[config.mk]
export PLATFORM = sky130hd
export DESIGN_NAME = buzzer_pattern_sequencer_unit_flat
export DESIGN_NICKNAME = d
export VERILOG_FILES = /design/src/sv/bps_pkg.sv /design/src/sv/bps_if.sv /design/src/sv/buzzer_pattern_sequencer_unit.sv /design/src/sv/bps_dp.sv /design/src/sv/bps_ctrl.sv /design/src/flat_wrapper.sv
export SDC_FILE = /design/constraint.sdc
export NUM_CORES = 1
export LEC_CHECK = 0
export ABC_AREA = 1
export BUFFER_PORTS_ARGS = -buffer_cell sky130_fd_sc_hd__clkbuf_2
export CAP_MARGIN = 0
export CORE_UTILIZATION = 50
export DETAILED_ROUTE_END_ITERATION = 8
export PLACE_DENSITY = 0.71
export SYNTH_ARGS = -nofsm -noshare
export SYNTH_HDL_FRONTEND = slang
export SYNTH_HIERARCHICAL = 1
export SYNTH_SLANG_ARGS = --single-unit
export TNS_END_PERCENT = 1
[constraint.sdc]
create_clock -name clock -period 2.85 [get_ports clock]
set_input_delay 0.7125 -clock clock [delete_from_list [all_inputs] [get_ports clock]]
set_output_delay 0.7125 -clock clock [all_outputs]
set_load 0.03 [all_outputs]
[src/sv/bps_pkg.sv]
// Package for the buzzer pattern sequencer: field widths, mode codes,
// pattern and tone constants, and the control/status structs.
// No dependencies.
package bps_pkg;

   localparam int FREQ_W    = 16;
   localparam int MODE_W    = 4;
   localparam int TICK_W    = 9;
   localparam int PERIOD_W  = 12;
   localparam int HALF_W    = 11;
   localparam int DIVISOR_W = 11;
   localparam int QUOT_W    = 10;
   localparam int STEP_W    = 4;

   typedef enum logic [MODE_W-1:0] {
      MODE_STOP     = 4'd0,
      MODE_CLICK    = 4'd1,
      MODE_MID      = 4'd2,
      MODE_EXIT     = 4'd3,
      MODE_CALDONE  = 4'd4,
      MODE_BIND     = 4'd5,
      MODE_STATIC   = 4'd6,
      MODE_RFLOST   = 4'd7,
      MODE_THROTTLE = 4'd8,
      MODE_FAST     = 4'd9
   } mode_type;

   localparam logic [19:0] DIVIDEND = 20'd1000000;
   localparam logic [DIVISOR_W-1:0] DIV_HEAD = DIVISOR_W'(DIVIDEND[19:QUOT_W]);
   localparam logic [QUOT_W-1:0] DIV_TAIL = DIVIDEND[QUOT_W-1:0];
   localparam logic [STEP_W-1:0] DIV_LAST = STEP_W'(QUOT_W - 1);

   localparam logic [FREQ_W-1:0] FREQ_MIN = 16'd1000;
   localparam logic [FREQ_W-1:0] FREQ_MAX = 16'd2000;

   localparam logic [PERIOD_W-1:0] RESET_PERIOD = 12'd1000;
   localparam logic [HALF_W-1:0]   RESET_HALF   = 11'd500;

   localparam logic [PERIOD_W-1:0] P512 = 12'd1953;
   localparam logic [HALF_W-1:0]   H512 = 11'd976;
   localparam logic [PERIOD_W-1:0] P413 = 12'd2421;
   localparam logic [HALF_W-1:0]   H413 = 11'd1210;
   localparam logic [PERIOD_W-1:0] P610 = 12'd1639;
   localparam logic [HALF_W-1:0]   H610 = 11'd819;

   localparam logic [TICK_W-1:0] CLICK_LEN = 9'd3;
   localparam logic [TICK_W-1:0] MID_LEN   = 9'd20;
   localparam logic [TICK_W-1:0] EXIT_LEN  = 9'd15;
   localparam logic [TICK_W-1:0] CAL_LEN   = 9'd40;
   localparam logic [TICK_W-1:0] ALARM_LEN = 9'd100;
   localparam logic [TICK_W-1:0] FAST_LEN  = 9'd10;

   typedef struct packed {
      logic div_load;
      logic div_step;
      logic tick_en;
      logic out_load;
   } ctl_cmd_type;

   typedef struct packed {
      logic is_cmd;
      logic cmd_change;
      logic div_last;
   } dp_status_type;

   function automatic logic in_win(input logic [TICK_W-1:0] c,
                                   input logic [TICK_W-1:0] lo,
                                   input logic [TICK_W-1:0] hi);
      return (c >= lo) && (c < hi);
   endfunction

endpackage

[src/sv/bps_if.sv]
// Handshake channels of the buzzer pattern sequencer: request and response.
// Depends on bps_pkg for the field widths.
interface bps_req_if;
   logic                       valid;
   logic                       ready;
   logic                       op;
   logic [bps_pkg::FREQ_W-1:0] tone_freq;
   logic [bps_pkg::MODE_W-1:0] mode_request;

   modport source (output valid, output op, output tone_freq, output mode_request,
                   input ready);
   modport sink (input valid, input op, input tone_freq, input mode_request,
                 output ready);
endinterface

interface bps_rsp_if;
   logic                         valid;
   logic                         ready;
   logic                         buzzer_on;
   logic [bps_pkg::PERIOD_W-1:0] tone_period;
   logic [bps_pkg::HALF_W-1:0]   tone_half;
   logic [bps_pkg::MODE_W-1:0]   current_mode;

   modport source (output valid, output buzzer_on, output tone_period,
                   output tone_half, output current_mode, input ready);
   modport sink (input valid, input buzzer_on, input tone_period,
                 input tone_half, input current_mode, output ready);
endinterface

[src/sv/buzzer_pattern_sequencer_unit.sv]
// Buzzer pattern sequencer top level: controller, datapath and channel ports.
// A tick or an ignored command passes from idle to the publish state; a mode
// change first runs the 10-step serial tone divider between them. Publish waits
// while the response register is full and unread, and requests are taken only in idle.
// A new request is taken while the previous response waits in its register.
// Reset (synchronous): stop mode, count 0, output off, period 1000, half 500.
module buzzer_pattern_sequencer_unit #(
   parameter int BIND_CYCLE = 500
) (
   input logic clock,
   input logic reset,
   bps_req_if.sink   req_ch,
   bps_rsp_if.source rsp_ch
);
   import bps_pkg::*;

   ctl_cmd_type   cmd;
   dp_status_type status;

   bps_ctrl u_ctrl (
      .clock     (clock),
      .reset     (reset),
      .req_valid (req_ch.valid),
      .req_ready (req_ch.ready),
      .rsp_valid (rsp_ch.valid),
      .rsp_ready (rsp_ch.ready),
      .status    (status),
      .cmd       (cmd)
   );

   bps_dp #(
      .BIND_CYCLE (BIND_CYCLE)
   ) u_dp (
      .clock            (clock),
      .reset            (reset),
      .cmd              (cmd),
      .status           (status),
      .req_op           (req_ch.op),
      .req_tone_freq    (req_ch.tone_freq),
      .req_mode_request (req_ch.mode_request),
      .rsp_buzzer_on    (rsp_ch.buzzer_on),
      .rsp_tone_period  (rsp_ch.tone_period),
      .rsp_tone_half    (rsp_ch.tone_half),
      .rsp_current_mode (rsp_ch.current_mode)
   );

endmodule

[src/sv/bps_dp.sv]
// Datapath of the buzzer pattern sequencer: mode and tone state, tick
// patterns, a bit-serial tone divider and the response register. Uses bps_pkg.
module bps_dp #(
   parameter int BIND_CYCLE = 500
) (
   input  logic                         clock,
   input  logic                         reset,
   input  bps_pkg::ctl_cmd_type         cmd,
   output bps_pkg::dp_status_type       status,
   input  logic                         req_op,
   input  logic [bps_pkg::FREQ_W-1:0]   req_tone_freq,
   input  logic [bps_pkg::MODE_W-1:0]   req_mode_request,
   output logic                         rsp_buzzer_on,
   output logic [bps_pkg::PERIOD_W-1:0] rsp_tone_period,
   output logic [bps_pkg::HALF_W-1:0]   rsp_tone_half,
   output logic [bps_pkg::MODE_W-1:0]   rsp_current_mode
);
   import bps_pkg::*;

   localparam logic [TICK_W-1:0] BIND_END = TICK_W'(BIND_CYCLE);

   mode_type              mode_ff, mode_in, pend_ff, pend_in;
   logic [TICK_W-1:0]     tick_ff, tick_in, tick_inc;
   logic                  oe_ff, oe_in;
   logic [PERIOD_W-1:0]   period_ff, period_in;
   logic [HALF_W-1:0]     half_ff, half_in;

   logic [DIVISOR_W-1:0]  divisor_ff, divisor_in, rem_ff, rem_in;
   logic [QUOT_W-1:0]     quot_ff, quot_in, tail_ff, tail_in;
   logic [STEP_W-1:0]     step_ff, step_in;
   logic [DIVISOR_W:0]    trial;
   logic                  fits;
   logic [FREQ_W-1:0]     freq_clamped;

   logic                  out_on_ff;
   logic [PERIOD_W-1:0]   out_period_ff;
   logic [HALF_W-1:0]     out_half_ff;
   mode_type              out_mode_ff;

   assign status.is_cmd     = req_op;
   assign status.cmd_change = req_op && (req_mode_request <= MODE_FAST)
                              && (req_mode_request != mode_ff);
   assign status.div_last   = (step_ff == DIV_LAST);

   assign tick_inc = tick_ff + 1'b1;
   assign trial    = {rem_ff, tail_ff[QUOT_W-1]};
   assign fits     = trial >= {1'b0, divisor_ff};

   always_comb begin
      if (req_tone_freq > FREQ_MAX) begin
         freq_clamped = FREQ_MAX;
      end else if (req_tone_freq < FREQ_MIN) begin
         freq_clamped = FREQ_MIN;
      end else begin
         freq_clamped = req_tone_freq;
      end
   end

   always_comb begin
      divisor_in = divisor_ff;
      rem_in     = rem_ff;
      quot_in    = quot_ff;
      tail_in    = tail_ff;
      step_in    = step_ff;
      pend_in    = pend_ff;
      if (cmd.div_load) begin
         divisor_in = freq_clamped[DIVISOR_W-1:0];
         rem_in     = DIV_HEAD;
         quot_in    = '0;
         tail_in    = DIV_TAIL;
         step_in    = '0;
         pend_in    = mode_type'(req_mode_request);
      end else if (cmd.div_step) begin
         rem_in  = fits ? DIVISOR_W'(trial - {1'b0, divisor_ff}) : trial[DIVISOR_W-1:0];
         quot_in = {quot_ff[QUOT_W-2:0], fits};
         tail_in = {tail_ff[QUOT_W-2:0], 1'b0};
         step_in = step_ff + 1'b1;
      end
   end

   always_comb begin
      mode_in   = mode_ff;
      tick_in   = tick_ff;
      oe_in     = oe_ff;
      period_in = period_ff;
      half_in   = half_ff;
      if (cmd.div_step && status.div_last) begin
         mode_in   = pend_ff;
         tick_in   = '0;
         oe_in     = 1'b1;
         period_in = PERIOD_W'(quot_in);
         half_in   = HALF_W'(quot_in[QUOT_W-1:1]);
      end else if (cmd.tick_en) begin
         case (mode_ff)
            MODE_STOP: begin
               tick_in = '0;
               oe_in   = 1'b0;
            end
            MODE_CLICK: begin
               if (tick_ff < CLICK_LEN) tick_in = tick_inc;
               else mode_in = MODE_STOP;
            end
            MODE_MID: begin
               if (tick_ff < MID_LEN) tick_in = tick_inc;
               else mode_in = MODE_STOP;
            end
            MODE_EXIT: begin
               if (tick_ff < EXIT_LEN) tick_in = tick_inc;
               else mode_in = MODE_STOP;
               oe_in = (tick_in < 9'd5) || (tick_in > 9'd10);
            end
            MODE_CALDONE: begin
               if (tick_ff < CAL_LEN) tick_in = tick_inc;
               else mode_in = MODE_STOP;
               oe_in = 1'b1;
            end
            MODE_BIND: begin
               if (tick_ff >= BIND_END) begin
                  tick_in = '0;
               end else begin
                  tick_in = tick_inc;
                  if (in_win(tick_inc, 9'd40, 9'd90) || in_win(tick_inc, 9'd100, 9'd150)
                      || in_win(tick_inc, 9'd160, 9'd210)
                      || in_win(tick_inc, 9'd280, 9'd330)
                      || in_win(tick_inc, 9'd400, 9'd500)) begin
                     oe_in = 1'b1; period_in = P512; half_in = H512;
                  end else if (in_win(tick_inc, 9'd220, 9'd255)
                               || in_win(tick_inc, 9'd340, 9'd375)) begin
                     oe_in = 1'b1; period_in = P413; half_in = H413;
                  end else if (in_win(tick_inc, 9'd255, 9'd280)
                               || in_win(tick_inc, 9'd375, 9'd400)) begin
                     oe_in = 1'b1; period_in = P610; half_in = H610;
                  end else begin
                     oe_in = 1'b0;
                  end
               end
            end
            MODE_STATIC, MODE_RFLOST, MODE_THROTTLE: begin
               tick_in = (tick_ff < ALARM_LEN) ? tick_inc : '0;
               oe_in = tick_in < 9'd5;
               if (mode_ff != MODE_STATIC) begin
                  oe_in = oe_in || ((tick_in > 9'd10) && (tick_in < 9'd15))
                          || ((tick_in > 9'd20) && (tick_in < 9'd25));
               end
               if (mode_ff == MODE_THROTTLE) begin
                  oe_in = oe_in || ((tick_in > 9'd30) && (tick_in < 9'd35));
               end
            end
            MODE_FAST: begin
               tick_in = (tick_ff < FAST_LEN) ? tick_inc : '0;
               oe_in   = tick_in < 9'd5;
            end
            default: begin
               tick_in = tick_ff;
            end
         endcase
      end
   end

   always_ff @(posedge clock) begin
      if (reset) begin
         mode_ff   <= MODE_STOP;
         tick_ff   <= '0;
         oe_ff     <= 1'b0;
         period_ff <= RESET_PERIOD;
         half_ff   <= RESET_HALF;
      end else begin
         mode_ff   <= mode_in;
         tick_ff   <= tick_in;
         oe_ff     <= oe_in;
         period_ff <= period_in;
         half_ff   <= half_in;
      end
   end

   always_ff @(posedge clock) begin
      divisor_ff <= divisor_in;
      rem_ff     <= rem_in;
      quot_ff    <= quot_in;
      tail_ff    <= tail_in;
      step_ff    <= step_in;
      pend_ff    <= pend_in;
      if (cmd.out_load) begin
         out_on_ff     <= oe_ff;
         out_period_ff <= period_ff;
         out_half_ff   <= half_ff;
         out_mode_ff   <= mode_ff;
      end
   end

   assign rsp_buzzer_on    = out_on_ff;
   assign rsp_tone_period  = out_period_ff;
   assign rsp_tone_half    = out_half_ff;
   assign rsp_current_mode = out_mode_ff;

   a_half_tracks_period: assert property (@(posedge clock) disable iff (reset)
      half_ff == HALF_W'(period_ff[PERIOD_W-1:1]))
      else $error("half period out of step with period");

   a_rem_below_divisor: assert property (@(posedge clock) disable iff (reset)
      cmd.div_step |-> rem_ff < divisor_ff)
      else $error("divider remainder not below divisor");

   a_commit_range: assert property (@(posedge clock) disable iff (reset)
      (cmd.div_step && status.div_last) |=>
      (period_ff >= 12'd500) && (period_ff <= 12'd1000) && oe_ff)
      else $error("tone period from divider out of range");

endmodule

[src/sv/bps_ctrl.sv]
// Controller of the buzzer pattern sequencer: sequences request intake,
// the tone divider and the response register. Uses bps_pkg.
module bps_ctrl (
   input  logic                   clock,
   input  logic                   reset,
   input  logic                   req_valid,
   output logic                   req_ready,
   output logic                   rsp_valid,
   input  logic                   rsp_ready,
   input  bps_pkg::dp_status_type status,
   output bps_pkg::ctl_cmd_type   cmd
);
   import bps_pkg::*;

   typedef enum logic [1:0] {
      ST_IDLE,
      ST_DIVIDE,
      ST_PUBLISH
   } state_type;

   state_type state_ff, state_in;
   logic      out_valid_ff, out_valid_in;
   logic      req_take;

   assign req_ready = (state_ff == ST_IDLE);
   assign rsp_valid = out_valid_ff;
   assign req_take  = req_valid && req_ready;

   always_comb begin
      state_in = state_ff;
      cmd      = '0;
      case (state_ff)
         ST_IDLE: begin
            if (req_take) begin
               if (status.cmd_change) begin
                  cmd.div_load = 1'b1;
                  state_in     = ST_DIVIDE;
               end else begin
                  cmd.tick_en = !status.is_cmd;
                  state_in    = ST_PUBLISH;
               end
            end
         end
         ST_DIVIDE: begin
            cmd.div_step = 1'b1;
            if (status.div_last) state_in = ST_PUBLISH;
         end
         ST_PUBLISH: begin
            if (!out_valid_ff || rsp_ready) begin
               cmd.out_load = 1'b1;
               state_in     = ST_IDLE;
            end
         end
         default: begin
            state_in = ST_IDLE;
         end
      endcase
      out_valid_in = cmd.out_load || (out_valid_ff && !rsp_ready);
   end

   always_ff @(posedge clock) begin
      if (reset) begin
         state_ff     <= ST_IDLE;
         out_valid_ff <= 1'b0;
      end else begin
         state_ff     <= state_in;
         out_valid_ff <= out_valid_in;
      end
   end

   a_no_overwrite: assert property (@(posedge clock) disable iff (reset)
      cmd.out_load |-> (!out_valid_ff || rsp_ready))
      else $error("response register loaded while a result is pending");

   a_divide_exit: assert property (@(posedge clock) disable iff (reset)
      (state_ff == ST_DIVIDE) |=> (state_ff == ST_DIVIDE) || (state_ff == ST_PUBLISH))
      else $error("divider sequence left early");

   a_publish_follows: assert property (@(posedge clock) disable iff (reset)
      (req_take && !status.cmd_change) |=> (state_ff == ST_PUBLISH))
      else $error("request did not lead to a response");

endmodule

[src/flat_wrapper.sv]
// flat-port wrapper written by rule: the top's interface ports become plain ports
module buzzer_pattern_sequencer_unit_flat import bps_pkg::*;
#(
   parameter int BIND_CYCLE = 500
)
  (clock, reset, req_ch_valid, req_ch_op, req_ch_tone_freq, req_ch_mode_request, req_ch_ready, rsp_ch_valid, rsp_ch_buzzer_on, rsp_ch_tone_period, rsp_ch_tone_half, rsp_ch_current_mode, rsp_ch_ready);
  bps_req_if req_ch_i ();
  bps_rsp_if rsp_ch_i ();
  input logic clock;
  input logic reset;
  input wire logic [$bits(req_ch_i.valid)-1:0] req_ch_valid;
  input wire logic [$bits(req_ch_i.op)-1:0] req_ch_op;
  input wire logic [$bits(req_ch_i.tone_freq)-1:0] req_ch_tone_freq;
  input wire logic [$bits(req_ch_i.mode_request)-1:0] req_ch_mode_request;
  output wire logic [$bits(req_ch_i.ready)-1:0] req_ch_ready;
  output wire logic [$bits(rsp_ch_i.valid)-1:0] rsp_ch_valid;
  output wire logic [$bits(rsp_ch_i.buzzer_on)-1:0] rsp_ch_buzzer_on;
  output wire logic [$bits(rsp_ch_i.tone_period)-1:0] rsp_ch_tone_period;
  output wire logic [$bits(rsp_ch_i.tone_half)-1:0] rsp_ch_tone_half;
  output wire logic [$bits(rsp_ch_i.current_mode)-1:0] rsp_ch_current_mode;
  input wire logic [$bits(rsp_ch_i.ready)-1:0] rsp_ch_ready;
  assign req_ch_i.valid = req_ch_valid;
  assign req_ch_i.op = req_ch_op;
  assign req_ch_i.tone_freq = req_ch_tone_freq;
  assign req_ch_i.mode_request = req_ch_mode_request;
  assign req_ch_ready = req_ch_i.ready;
  assign rsp_ch_valid = rsp_ch_i.valid;
  assign rsp_ch_buzzer_on = rsp_ch_i.buzzer_on;
  assign rsp_ch_tone_period = rsp_ch_i.tone_period;
  assign rsp_ch_tone_half = rsp_ch_i.tone_half;
  assign rsp_ch_current_mode = rsp_ch_i.current_mode;
  assign rsp_ch_i.ready = rsp_ch_ready;
  buzzer_pattern_sequencer_unit #(.BIND_CYCLE(BIND_CYCLE)) u_core (.clock(clock), .reset(reset), .req_ch(req_ch_i), .rsp_ch(rsp_ch_i));
endmodule
Word-level counts from Yosys, hierarchy flattened
Cells that the tools add are included.

storage, ports and cells
  bits of input ports = 25
  flip-flop bits (word level) = 112

operators by class
  magnitude comparators = 39
  $add $sub $neg = 3
  eq/ne operators = 26
  muxes and demuxes = 62
  reductions and logical operators = 50
  bitwise gates (word level) = 1

operator list
  cell                    number
  $mux W9                 14
  $pmux W9 S8             1
  $mux W10                6
  $mux W11                5
  $ge A9 B9 Y1 const B    5
  $lt A9 B9 Y1 const B    5
  $mux W12                3
  $ge A9 B8 Y1 const B    3
  $lt A9 B3 Y1 const B    3
  $lt A9 B4 Y1 const B    3
  $lt A9 B8 Y1 const B    3
  $mux W4                 6
  $mux W1                 20
  $gt A9 B4 Y1 const B    2
  $gt A9 B5 Y1 const B    2
  $lt A9 B5 Y1 const B    2
  $lt A9 B6 Y1 const B    2
  $lt A9 B7 Y1 const B    2
  $logic_and A1 B1 Y1     17
  $eq A4 B3 Y1 const B    4
  $gt A16 B11 Y1 const B  1
  $lt A16 B10 Y1 const B  1
  $pmux W4 S4             1
  $ne A3 B3 Y1 const B    5
  other kinds (37)        65

Longest topological paths before layout
Gate-level depths: netlist of run 1.

  depth after elaboration = 15
  mapped depth = 20
  mapped depth without buffers = 20

By module
The synthesis of run 1 kept the hierarchy.

by module, submodules not included
  module    times used  cells each  area each (um^2)
  bps_dp    1           727         5272.6
  bps_ctrl  1           28          173.9

Least setup slack after synthesis of run 1
Ideal clock, no wire load.

  kind = input to register
  start = input req_ch_mode_request[1]
  end = register u_core.u_dp.period_ff[8]
  data required time = 2.722 ns
  stages = 9
  setup slack = 0.335 ns
  library setup time = 0.128 ns
  buffers on the path = 1
  arrival time = 2.387 ns
  path through = o21ai_0 > nand2_1 > a41oi_1 > nand3_1 > inv_1 > clkbuf_1 > a21oi_1 > o21ai_0 > o211ai_2

RTL lines
  element               line                RTL
  from (decl)           flat_wrapper.sv:14  input wire logic [$bits(req_ch_i.mode_request)-1:0] req_ch_mode_request;
  to (signal assigned)  bps_dp.sv:171       period_ff <= period_in;
  to (decl)             bps_dp.sv:25        logic [PERIOD_W-1:0] period_ff, period_in;

Worst setup path after layout of run 1
  start = register u_core.u_dp.tick_ff[4]
  end = register u_core.u_dp.period_ff[5]

on the way
  word-level cells in the longest chain between the ends = 12
  elaborated cells between the ends (all ways) = 44
  those cells by class = add/sub (1); order compare (19); eq/ne (1); mux (6); reduce/logical (17)

ends and longest elaborated chain
  element                                     line           RTL
  from (decl)                                 bps_dp.sv:23   logic [TICK_W-1:0] tick_ff, tick_in, tick_inc;
  from (signal assigned)                      bps_dp.sv:169  tick_ff <= tick_in;
  $add A9 B1 Y9                               bps_dp.sv:45   assign tick_inc = tick_ff + 1'b1;
  $ge A9 B6 Y1, or another cell as far along  bps_pkg.sv:69  return (c >= lo) && (c < hi);
  $logic_and A1 B1 Y1                         bps_pkg.sv:69
  $logic_or A1 B1 Y1                          bps_dp.sv:122  if (in_win(tick_inc, 9'd40, 9'd90) || in_win(tick_inc, 9'd100, 9'd150)
  $logic_or A1 B1 Y1                          bps_dp.sv:123  || in_win(tick_inc, 9'd160, 9'd210)
  $logic_or A1 B1 Y1                          bps_dp.sv:124  || in_win(tick_inc, 9'd280, 9'd330)
  $logic_or A1 B1 Y1                          bps_dp.sv:125  || in_win(tick_inc, 9'd400, 9'd500)) begin
  $mux W12                                    bps_dp.sv:122
  $mux W10                                    bps_dp.sv:118  if (tick_ff >= BIND_END) begin
  $mux W10                                    bps_dp.sv:94   case (mode_ff)
  $mux W10                                    bps_dp.sv:93   end else if (cmd.tick_en) begin
  $mux W10                                    bps_dp.sv:87   if (cmd.div_step && status.div_last) begin

Parallel ways exist; a longest one is shown, timed or not. The select of a mux whose other input is x is not followed.
A chain may end at the register's enable or synchronous reset.

==> impl_results.md, run 1 <==
- Post-cts resize count: 0
- Vias post-DR: 5,121
- Yosys reg bits: 90
- Final setup violation count: 0
- Hold depth: 0
- Final instance area: 6030 sq um
- Final setup TNS: 0 ps
- TritonCTS clock tree: yes
- FF+latch area: 2120 sq um
- WP data arrival: 2860 ps
- Core Area: 10,500 sq um
- Nets: 847
- Yosys top cell area share: 0.213
- First-pass detailed-route iteration total: 8
- Port Buffers: 54
- R2r setup slk: 270 ps
- Overall power: 3.23 mW
- Fillers: 1,045
- Register-to-Register Path Depth: 17
- CP Launch Type: flip-flop
- HP Class: flip-flop to flip-flop
- Placed Instance Area: 5820 sq um
- Row count: 37
- Sw Share: 0.339
- Htree depth: 3
- Root buffer cell: clkbuf_8
- Required time of the critical path: 3130 ps
- End of the worst register-to-register path: u_core/u_dp/period_ff[5]$_SDFFE_PP1P_
- Worst Setup End Kind: flip-flop
- Number of global-route vias before repair: 4,670
- CTS sink cnt: 90
- RSZ-0062 raised after global routing: false
- Area growth, synth to finish: 10.7%
- Netlist cell types: 49
- Min Tclk post-route: 2580 ps
- Pin count of the biggest net entering global routing: 24
- DRT antenna net count: 0
- Post-synth top area cell: dfxtp_1
- Clk_skew: 16.3 ps
- Yosys warning total: 6
- Maximum operating frequency: 388 MHz
- Post-cts hold buffer count: 0
- WHS Endpoint: u_core/u_dp/rsp_tone_period[10]$_DFFE_PP_
- Reg2reg start: u_core/u_dp/tick_ff[4]$_SDFFE_PP0P_
- Lkg Pwr: 2.70 nW
- Iteration-0 DRC Markers: 382
- Comb pwr share: 0.231
- Final Hold Fails: 0
- HPWL Detailed: 10,000 um
- NetSw: 1.09 mW
- Routed WL per cell: 13.8 um
- Setup bufs post-CTS: 0
- Clk buf depth: 2
- Syn Nets: 796
- Die height: 106 um
- Synth area leaders: dfxtp_1 21%, edfxtp_1 18%, nand2_1 14%
- Slew @ Worst Pin: 499 ps
- Most frequent cells in the layout: 200 x nand2_1, 84 x inv_1, 74 x nor2_1
- Peak supply drop: 0.310 mV
- Int Pwr: 2.14 mW
- Mapped Area: 5450 sq um
- IO Pins: 55
- Status: finished, final reports clean
- Mapped Cells: 755
- Vias per cell: 5.41
- Period utilisation layout: 0.904
- Commonest non-fill, non-tap cell in the layout: nand2_1
- Post-synthesis sequential area ratio: 0.390
- Flop pwr share: 0.494
- # diodes: 0
- Pwr Density: 536 nW/um^2
- WS Path Type: flip-flop to flip-flop
- Clk pin slew, worst setup/hold paths: 110 ps
- Pre-CTS WS: 256 ps
- Hold wc startpoint: u_core/u_dp/period_ff[10]$_SDFFE_PP0P_
- Max_slew headroom: 0.666
- Fin worst setup slack: 273 ps
- DR DRC count: 0
- Final Wtd Congestion: 0.921
- Die Width: 106 um
- Synthesized area per cell: 7.21 sq um
- Final WL: 13,100 um
- Clk pwr share: 0.275
- Later-pin clock latency in the skew report: 370 ps
- Max Fanout on Critical Path: 12
- Total GRT Usage: 0.238
- Number of synthesized flops with an enable pin: 32
- Total gr overflow: 0
- Initial core utilization: 0.521
- Initial antenna violation count: 0
- First-pass GRT wire length: 21,600 um
- Fraction of layout cells with a size suffix above 1: 0.168
- Core Util, Final: 0.576
- CTS Buf Count: 9
- Multi-input logic area: 2800 sq um
- Max cap viols: 0
- Die area: 11,300 sq um
- Asr flop ratio synth: 0
- Main synth FF type: dfxtp_1
- Max Slew Vio Count: 0
==> metrics by stage <==
stage | hold slack [ps] | cells
after floorplan | 399 | 755
after global placement | 421 | 931
after detailed placement | 415 | 931
after CTS | 442 | 947
after global routing | 459 | 947
final | 445 | 947
==> area by class of cell <==
| class | count | share of cell area |
|---|---|---|
| multi-input cells | 544 | 0.465 |
| clock inverters | 7 | 0.0131 |
| well taps | 136 | 0.0282 |
| inverters | 92 | 0.0573 |
| repair buffers | 69 | 0.0635 |
| flip-flops and latches | 90 | 0.352 |
| clock buffers | 9 | 0.0205 |
==> registers in the layout, summed over array words and instances, names as in the netlist <==
name,cells
u_core/u_dp/mode_ff,4
u_core/u_dp/period_ff,12
u_core/u_dp/tail_ff,4
u_core/u_dp/quot_ff,10
u_core/u_dp/rsp_current_mode,4
u_core/u_dp/oe_ff,1
u_core/u_dp/rsp_buzzer_on,1
u_core/u_dp/step_ff,4
u_core/u_dp/divisor_ff,11
u_core/u_dp/rem_ff,11
u_core/u_ctrl/rsp_valid,1
u_core/u_dp/pend_ff,4
u_core/u_dp/tick_ff,9
u_core/u_ctrl/state_ff,2
u_core/u_dp/rsp_tone_period,12
==> metal layers <==
metal  up-vias  global-route usage  routed length [um]
met3        19              0.0435                 699
met5         -                   0                   0
met1      2353               0.319                6140
met4         0              0.0625                 150
met2       164               0.393                6100
li1       2585                   -                   -
==> cells by family (layout without fill, tap and decap cells) <==
| family | Yosys count | after routing | synth area share |
|---|---|---|---|
| adder cells (fa/ha/maj) | 16 | 16 | 0.0381 |
| buffers and inverters | 121 | 177 | 0.0967 |
| AO/OA/AOI/OAI | 137 | 137 | 0.148 |
| AND/OR/NAND/NOR | 380 | 380 | 0.310 |
| flip-flops | 90 | 90 | 0.390 |
| XOR/XNOR | 11 | 11 | 0.0177 |
==> Yosys cell counts (4+ instances only) <==
library cell,n
nor2_4,4
edfxtp_1,32
o221ai_1,4
nor2_1,74
xor2_1,5
buf_4,17
o21a_1,4
a31oi_1,4
a21oi_1,54
nor2_2,8
inv_2,6
dfxtp_1,58
o21ai_0,34
ha_1,15
inv_1,84
o211ai_1,10
nand2_2,11
o21ai_1,6
clkbuf_1,9
nand4_1,8
o22ai_1,7
nand2_1,200
xnor2_1,6
nand3_1,48
or2_2,5
nor3_1,7
==> how the worst max path moves through the flow <==
stage	slack, ps	start	end
after global placement	290	u_core/u_dp/tick_ff[0]$_SDFFE_PP0P_	u_core/u_dp/period_ff[0]$_SDFFE_PP0P_
final	270	u_core/u_dp/tick_ff[4]$_SDFFE_PP0P_	u_core/u_dp/period_ff[5]$_SDFFE_PP1P_
after floorplan	330	req_ch_mode_request[1]	u_core/u_dp/period_ff[8]$_SDFFE_PP1P_
after detailed placement	260	u_core/u_dp/tick_ff[3]$_SDFFE_PP0P_	u_core/u_dp/period_ff[0]$_SDFFE_PP0P_
after global routing	0.9	u_core/u_dp/tick_ff[1]$_SDFFE_PP0P_	u_core/u_dp/period_ff[1]$_SDFFE_PP0P_
after CTS	250	u_core/u_dp/tick_ff[3]$_SDFFE_PP0P_	u_core/u_dp/period_ff[0]$_SDFFE_PP0P_
==> worst max-delay path, cell delays in order (launching register included) <==
cell,delay (ps)
dfxtp_1,550
nand2_1,180
nor2_1,220
nand2_1,100
nand2_1,70
nand2_1,170
nor2_2,160
nand3_1,80
nand2_1,60
inv_1,40
nand2_1,80
nand2_2,70
nor2_4,150
nand2_4,90
nand2_4,150
nand2_2,110
o21ai_1,150
nand2_1,60
==> power groups by stage <==
| stage | Clock (mW) | Combinational [mW] | Sequential [mW] |
|---|---|---|---|
| 3_3_place_gp | 0 | 0.711 | 1.61 |
| 6_report | 0.889 | 0.745 | 1.60 |
| 5_1_grt | 0.952 | 0.854 | 1.61 |
| 3_5_place_dp | 0 | 0.738 | 1.62 |
| 2_1_floorplan | 0 | 0.570 | 1.60 |
| 4_1_cts | 0.902 | 0.743 | 1.59 |
(Power assumes the default switching activity.)
==> run 2, diff against run 1 <==
- CORE_ASPECT_RATIO: not set -> 1.5
==> run 2 against run 1 <==
Clock skew down 9.0 ps. Final cell count rose by 1.2%. Sequential share of layout area is 1.1 points lower. Clock power rose by 53%. Maximum frequency down 2.0%. Design area is 3.2% higher. Non-clock buffer count grew 3. Via count grew 2.4%. Sequential power hardly changed. Clock-buffer cell count unchanged. First-iteration DRC count down 15%. Setup slack lost 53 ps. Largest power group unchanged. Highest routed layer unchanged.
==> impl_results.md, run 2 (synthesis results as in run 1) <==
- Pin count of the biggest net entering global routing: 31 (was 24)
- Final setup TNS: 0 ps (unchanged)
- TritonCTS clock tree: yes (unchanged)
- Crit-path most repeated cell: nand2_1 (unchanged)
- Slew @ Worst Pin: 547 ps (was 499 ps)
- Slowest-stage cell, CP: dfxtp_1 (unchanged)
- Port Buffers: 54 (unchanged)
- Maximum operating frequency: 380 MHz (was 388 MHz)
- DR WL met2: 7630 um (was 6100 um)
- Hold wc startpoint: u_core/u_dp/period_ff[1]$_SDFFE_PP0P_ (was u_core/u_dp/period_ff[10]$_SDFFE_PP0P_)
- Fraction of layout cells with a size suffix above 1: 0.173 (was 0.168)
- Period utilisation layout: 0.923 (was 0.904)
- HP Class: flip-flop to flip-flop (unchanged)
- CTS sink cnt: 90 (unchanged)
- Critical-path cell list: buf_4 > ha_1 > nor2_2 > nand3_1 > nand2_1 > nand2_1 > nand2_1 > nand3_1 > nand2_1 > nand2_2 > nor2_4 > nand2_4 > nand2_4 > nand2_2 > o21ai_1 > nand2_1 (was nand2_1 > nor2_1 > nand2_1 > nand2_1 > nand2_1 > nor2_2 > nand3_1 > nand2_1 > inv_1 > nand2_1 > nand2_2 > nor2_4 > nand2_4 > nand2_4 > nand2_2 > o21ai_1 > nand2_1)
- CP Launch Type: flip-flop (unchanged)
- WP data arrival: 2860 ps (about the same)
- Max cap viols: 0 (unchanged)
- Top Metal Used: met4 (unchanged)
- Total gr overflow: 0 (unchanged)
- Final instance area: 6220 sq um (was 6030 sq um)
- CP max stage delay: 400 ps (was 550 ps)
- HPWL Detailed: 11,100 um (was 10,000 um)
- End of the worst register-to-register path: u_core/u_dp/period_ff[5]$_SDFFE_PP1P_ (unchanged)
- Die area: 11,300 sq um (about the same)
- Max_slew headroom: 0.634 (was 0.666)
- RSZ-0062 raised after global routing: false (unchanged)
- Iteration-0 DRC Markers: 323 (was 382)
- Final Hold Fails: 0 (unchanged)
- Core Util, Final: 0.588 (was 0.576)
- Initial core utilization: 0.514 (was 0.521)
- Total GRT Usage: 0.259 (was 0.238)
- Final std cells w/o fill: 958 (was 947)
- R2r setup slk: 220 ps (was 270 ps)
- Crit path max-delay family: simple AND/OR/NAND/NOR gates (unchanged)
- Vias post-DR: 5,244 (was 5,121)
- Final setup violation count: 0 (unchanged)
- Min Tclk post-route: 2630 ps (was 2580 ps)
- Most frequent cells in the layout: 200 x nand2_1, 84 x inv_1, 73 x nor2_1 (was 200 x nand2_1, 84 x inv_1, 74 x nor2_1)
- Core Area: 10,600 sq um (was 10,500 sq um)
- Peak supply drop: 0.305 mV (was 0.310 mV)
- Die Width: 87.2 um (was 106 um)
- Setup crit start: u_core/u_dp/tick_ff[1]$_SDFFE_PP0P_ (was u_core/u_dp/tick_ff[4]$_SDFFE_PP0P_)
- Routed WL per cell: 15.0 um (was 13.8 um)
- Buf+Inv Stages, Crit Path: 1 (unchanged)
- DR DRC count: 0 (unchanged)
- Clk buf depth: 2 (unchanged)
- Area growth, synth to finish: 14.2% (was 10.7%)
- Initial antenna violation count: 0 (unchanged)
- Reg2reg start: u_core/u_dp/tick_ff[1]$_SDFFE_PP0P_ (was u_core/u_dp/tick_ff[4]$_SDFFE_PP0P_)
- WS Path Type: flip-flop to flip-flop (unchanged)
- Dpl cells: 942 (was 931)
- IO Pins: 55 (unchanged)
- Met3 WL: 576 um (was 699 um)
- Placed Instance Area: 5860 sq um (was 5820 sq um)
- Clk_skew: 7.33 ps (was 16.3 ps)
- Required time of the critical path: 3080 ps (was 3130 ps)
- Die height: 130 um (was 106 um)
- # diodes: 0 (unchanged)
- Max Slew Vio Count: 0 (unchanged)
- Lkg Pwr: 2.78 nW (was 2.70 nW)
- Nets: 850 (was 847)
- CTS Buf Count: 9 (unchanged)
- Pwr Density: 597 nW/um^2 (was 536 nW/um^2)
- Max Fanout on Critical Path: 12 (unchanged)
- Hold depth: 0 (unchanged)
- Row count: 46 (was 37)
- First-pass GRT wire length: 22,700 um (was 21,600 um)
- Worst Setup End Kind: flip-flop (unchanged)
- Commonest non-fill, non-tap cell in the layout: nand2_1 (unchanged)
- First-pass detailed-route iteration total: 6 (was 8)
- Status: finished, final reports clean (unchanged)
- Htree depth: 3 (unchanged)
- WHS Endpoint: u_core/u_dp/rsp_tone_period[1]$_DFFE_PP_ (was u_core/u_dp/rsp_tone_period[10]$_DFFE_PP_)
- Register-to-Register Path Depth: 16 (was 17)
- Fillers: 1,027 (was 1,045)
- Final WL: 14,300 um (was 13,100 um)
- DRT antenna net count: 0 (unchanged)
- Number of global-route vias before repair: 4,997 (was 4,670)
- Vias per cell: 5.47 (was 5.41)
- Root buffer cell: clkbuf_16 (was clkbuf_8)
- Met1 wire length: 5630 um (was 6140 um)
- Later-pin clock latency in the skew report: 330 ps (was 370 ps)
- Clk pin slew, worst setup/hold paths: 60 ps (was 110 ps)
- Final Wtd Congestion: 0.949 (was 0.921)
[run 2: cell types whose count changed in the layout (fill, tap and decap cells not counted), moves of 2 or more]
cell / previous run / this run
clkbuf_8: 9 / 0
bufinv_16: 0 / 3
clkbuf_16: 0 / 9
inv_8: 4 / 0
buf_4: 15 / 18
inv_6: 0 / 2
[run 2: area by class of cell]
| class | instances | area (sq um) | area share |
|---|---|---|---|
| Multi-Input combinational cell | 544 | 2820 | 0.453 |
| Sequential cell | 90 | 2120 | 0.341 |
| Timing Repair Buffer | 72 | 405 | 0.0652 |
| Inverter | 92 | 345 | 0.0555 |
| Clock buffer | 9 | 225 | 0.0362 |
| Tap cell | 144 | 180 | 0.0290 |
| Clock inverter | 7 | 124 | 0.0199 |
[run 2: worst max-delay path by stage]
stage                                            end  slack [ps]  depth (start not counted)
6_report       u_core/u_dp/period_ff[5]$_SDFFE_PP1P_         220                         16
3_5_place_dp   u_core/u_dp/period_ff[0]$_SDFFE_PP0P_          80                         18
4_1_cts        u_core/u_dp/period_ff[0]$_SDFFE_PP0P_          70                         18
2_1_floorplan  u_core/u_dp/period_ff[8]$_SDFFE_PP1P_         330                          9
3_3_place_gp   u_core/u_dp/period_ff[0]$_SDFFE_PP0P_         140                         18
5_1_grt        u_core/u_dp/period_ff[0]$_SDFFE_PP0P_          50                         18
[run 2: stage by stage]
step	power, mW	setup slack [ps]	hold WS [ps]
global placement	2.33	140	420
global route	3.91	49.7	446
CTS	3.74	65.4	432
floorplan	2.17	335	399
detailed placement	2.36	82.7	414
finish	3.71	220	432
[run 2: worst register-to-register path: stages, from the launching register on]
cell     delay, ps
dfxtp_1        400
buf_4          220
ha_1           360
nor2_2         210
nand3_1        140
nand2_1        100
nand2_1         50
nand2_1         50
nand3_1        100
nand2_1        100
nand2_2         90
nor2_4         130
nand2_4         80
nand2_4        150
nand2_2        120
o21ai_1        160
nand2_1         60
[run 2: repair_timing]
action	4_1_cts	5_1_grt
hold buffers	0	0
setup buffers	0	0
endpoints found under the setup margin	0	11
hold endpoints to repair	0	0
resized for setup	0	6
[run 2: where the power goes]
group	internal [mW]	switching (mW)	total (mW)
Combinational	0.295	0.462	0.757
Clock	0.864	0.497	1.36
Sequential	1.49	0.105	1.60
Total	2.65	1.06	3.71
[run 2: per-layer routing]
metal / vias up / track usage
li1: 2591 / -
met1: 2435 / 0.277
met2: 181 / 0.487
met3: 37 / 0.0342
met4: 0 / 0.138
met5: - / 0
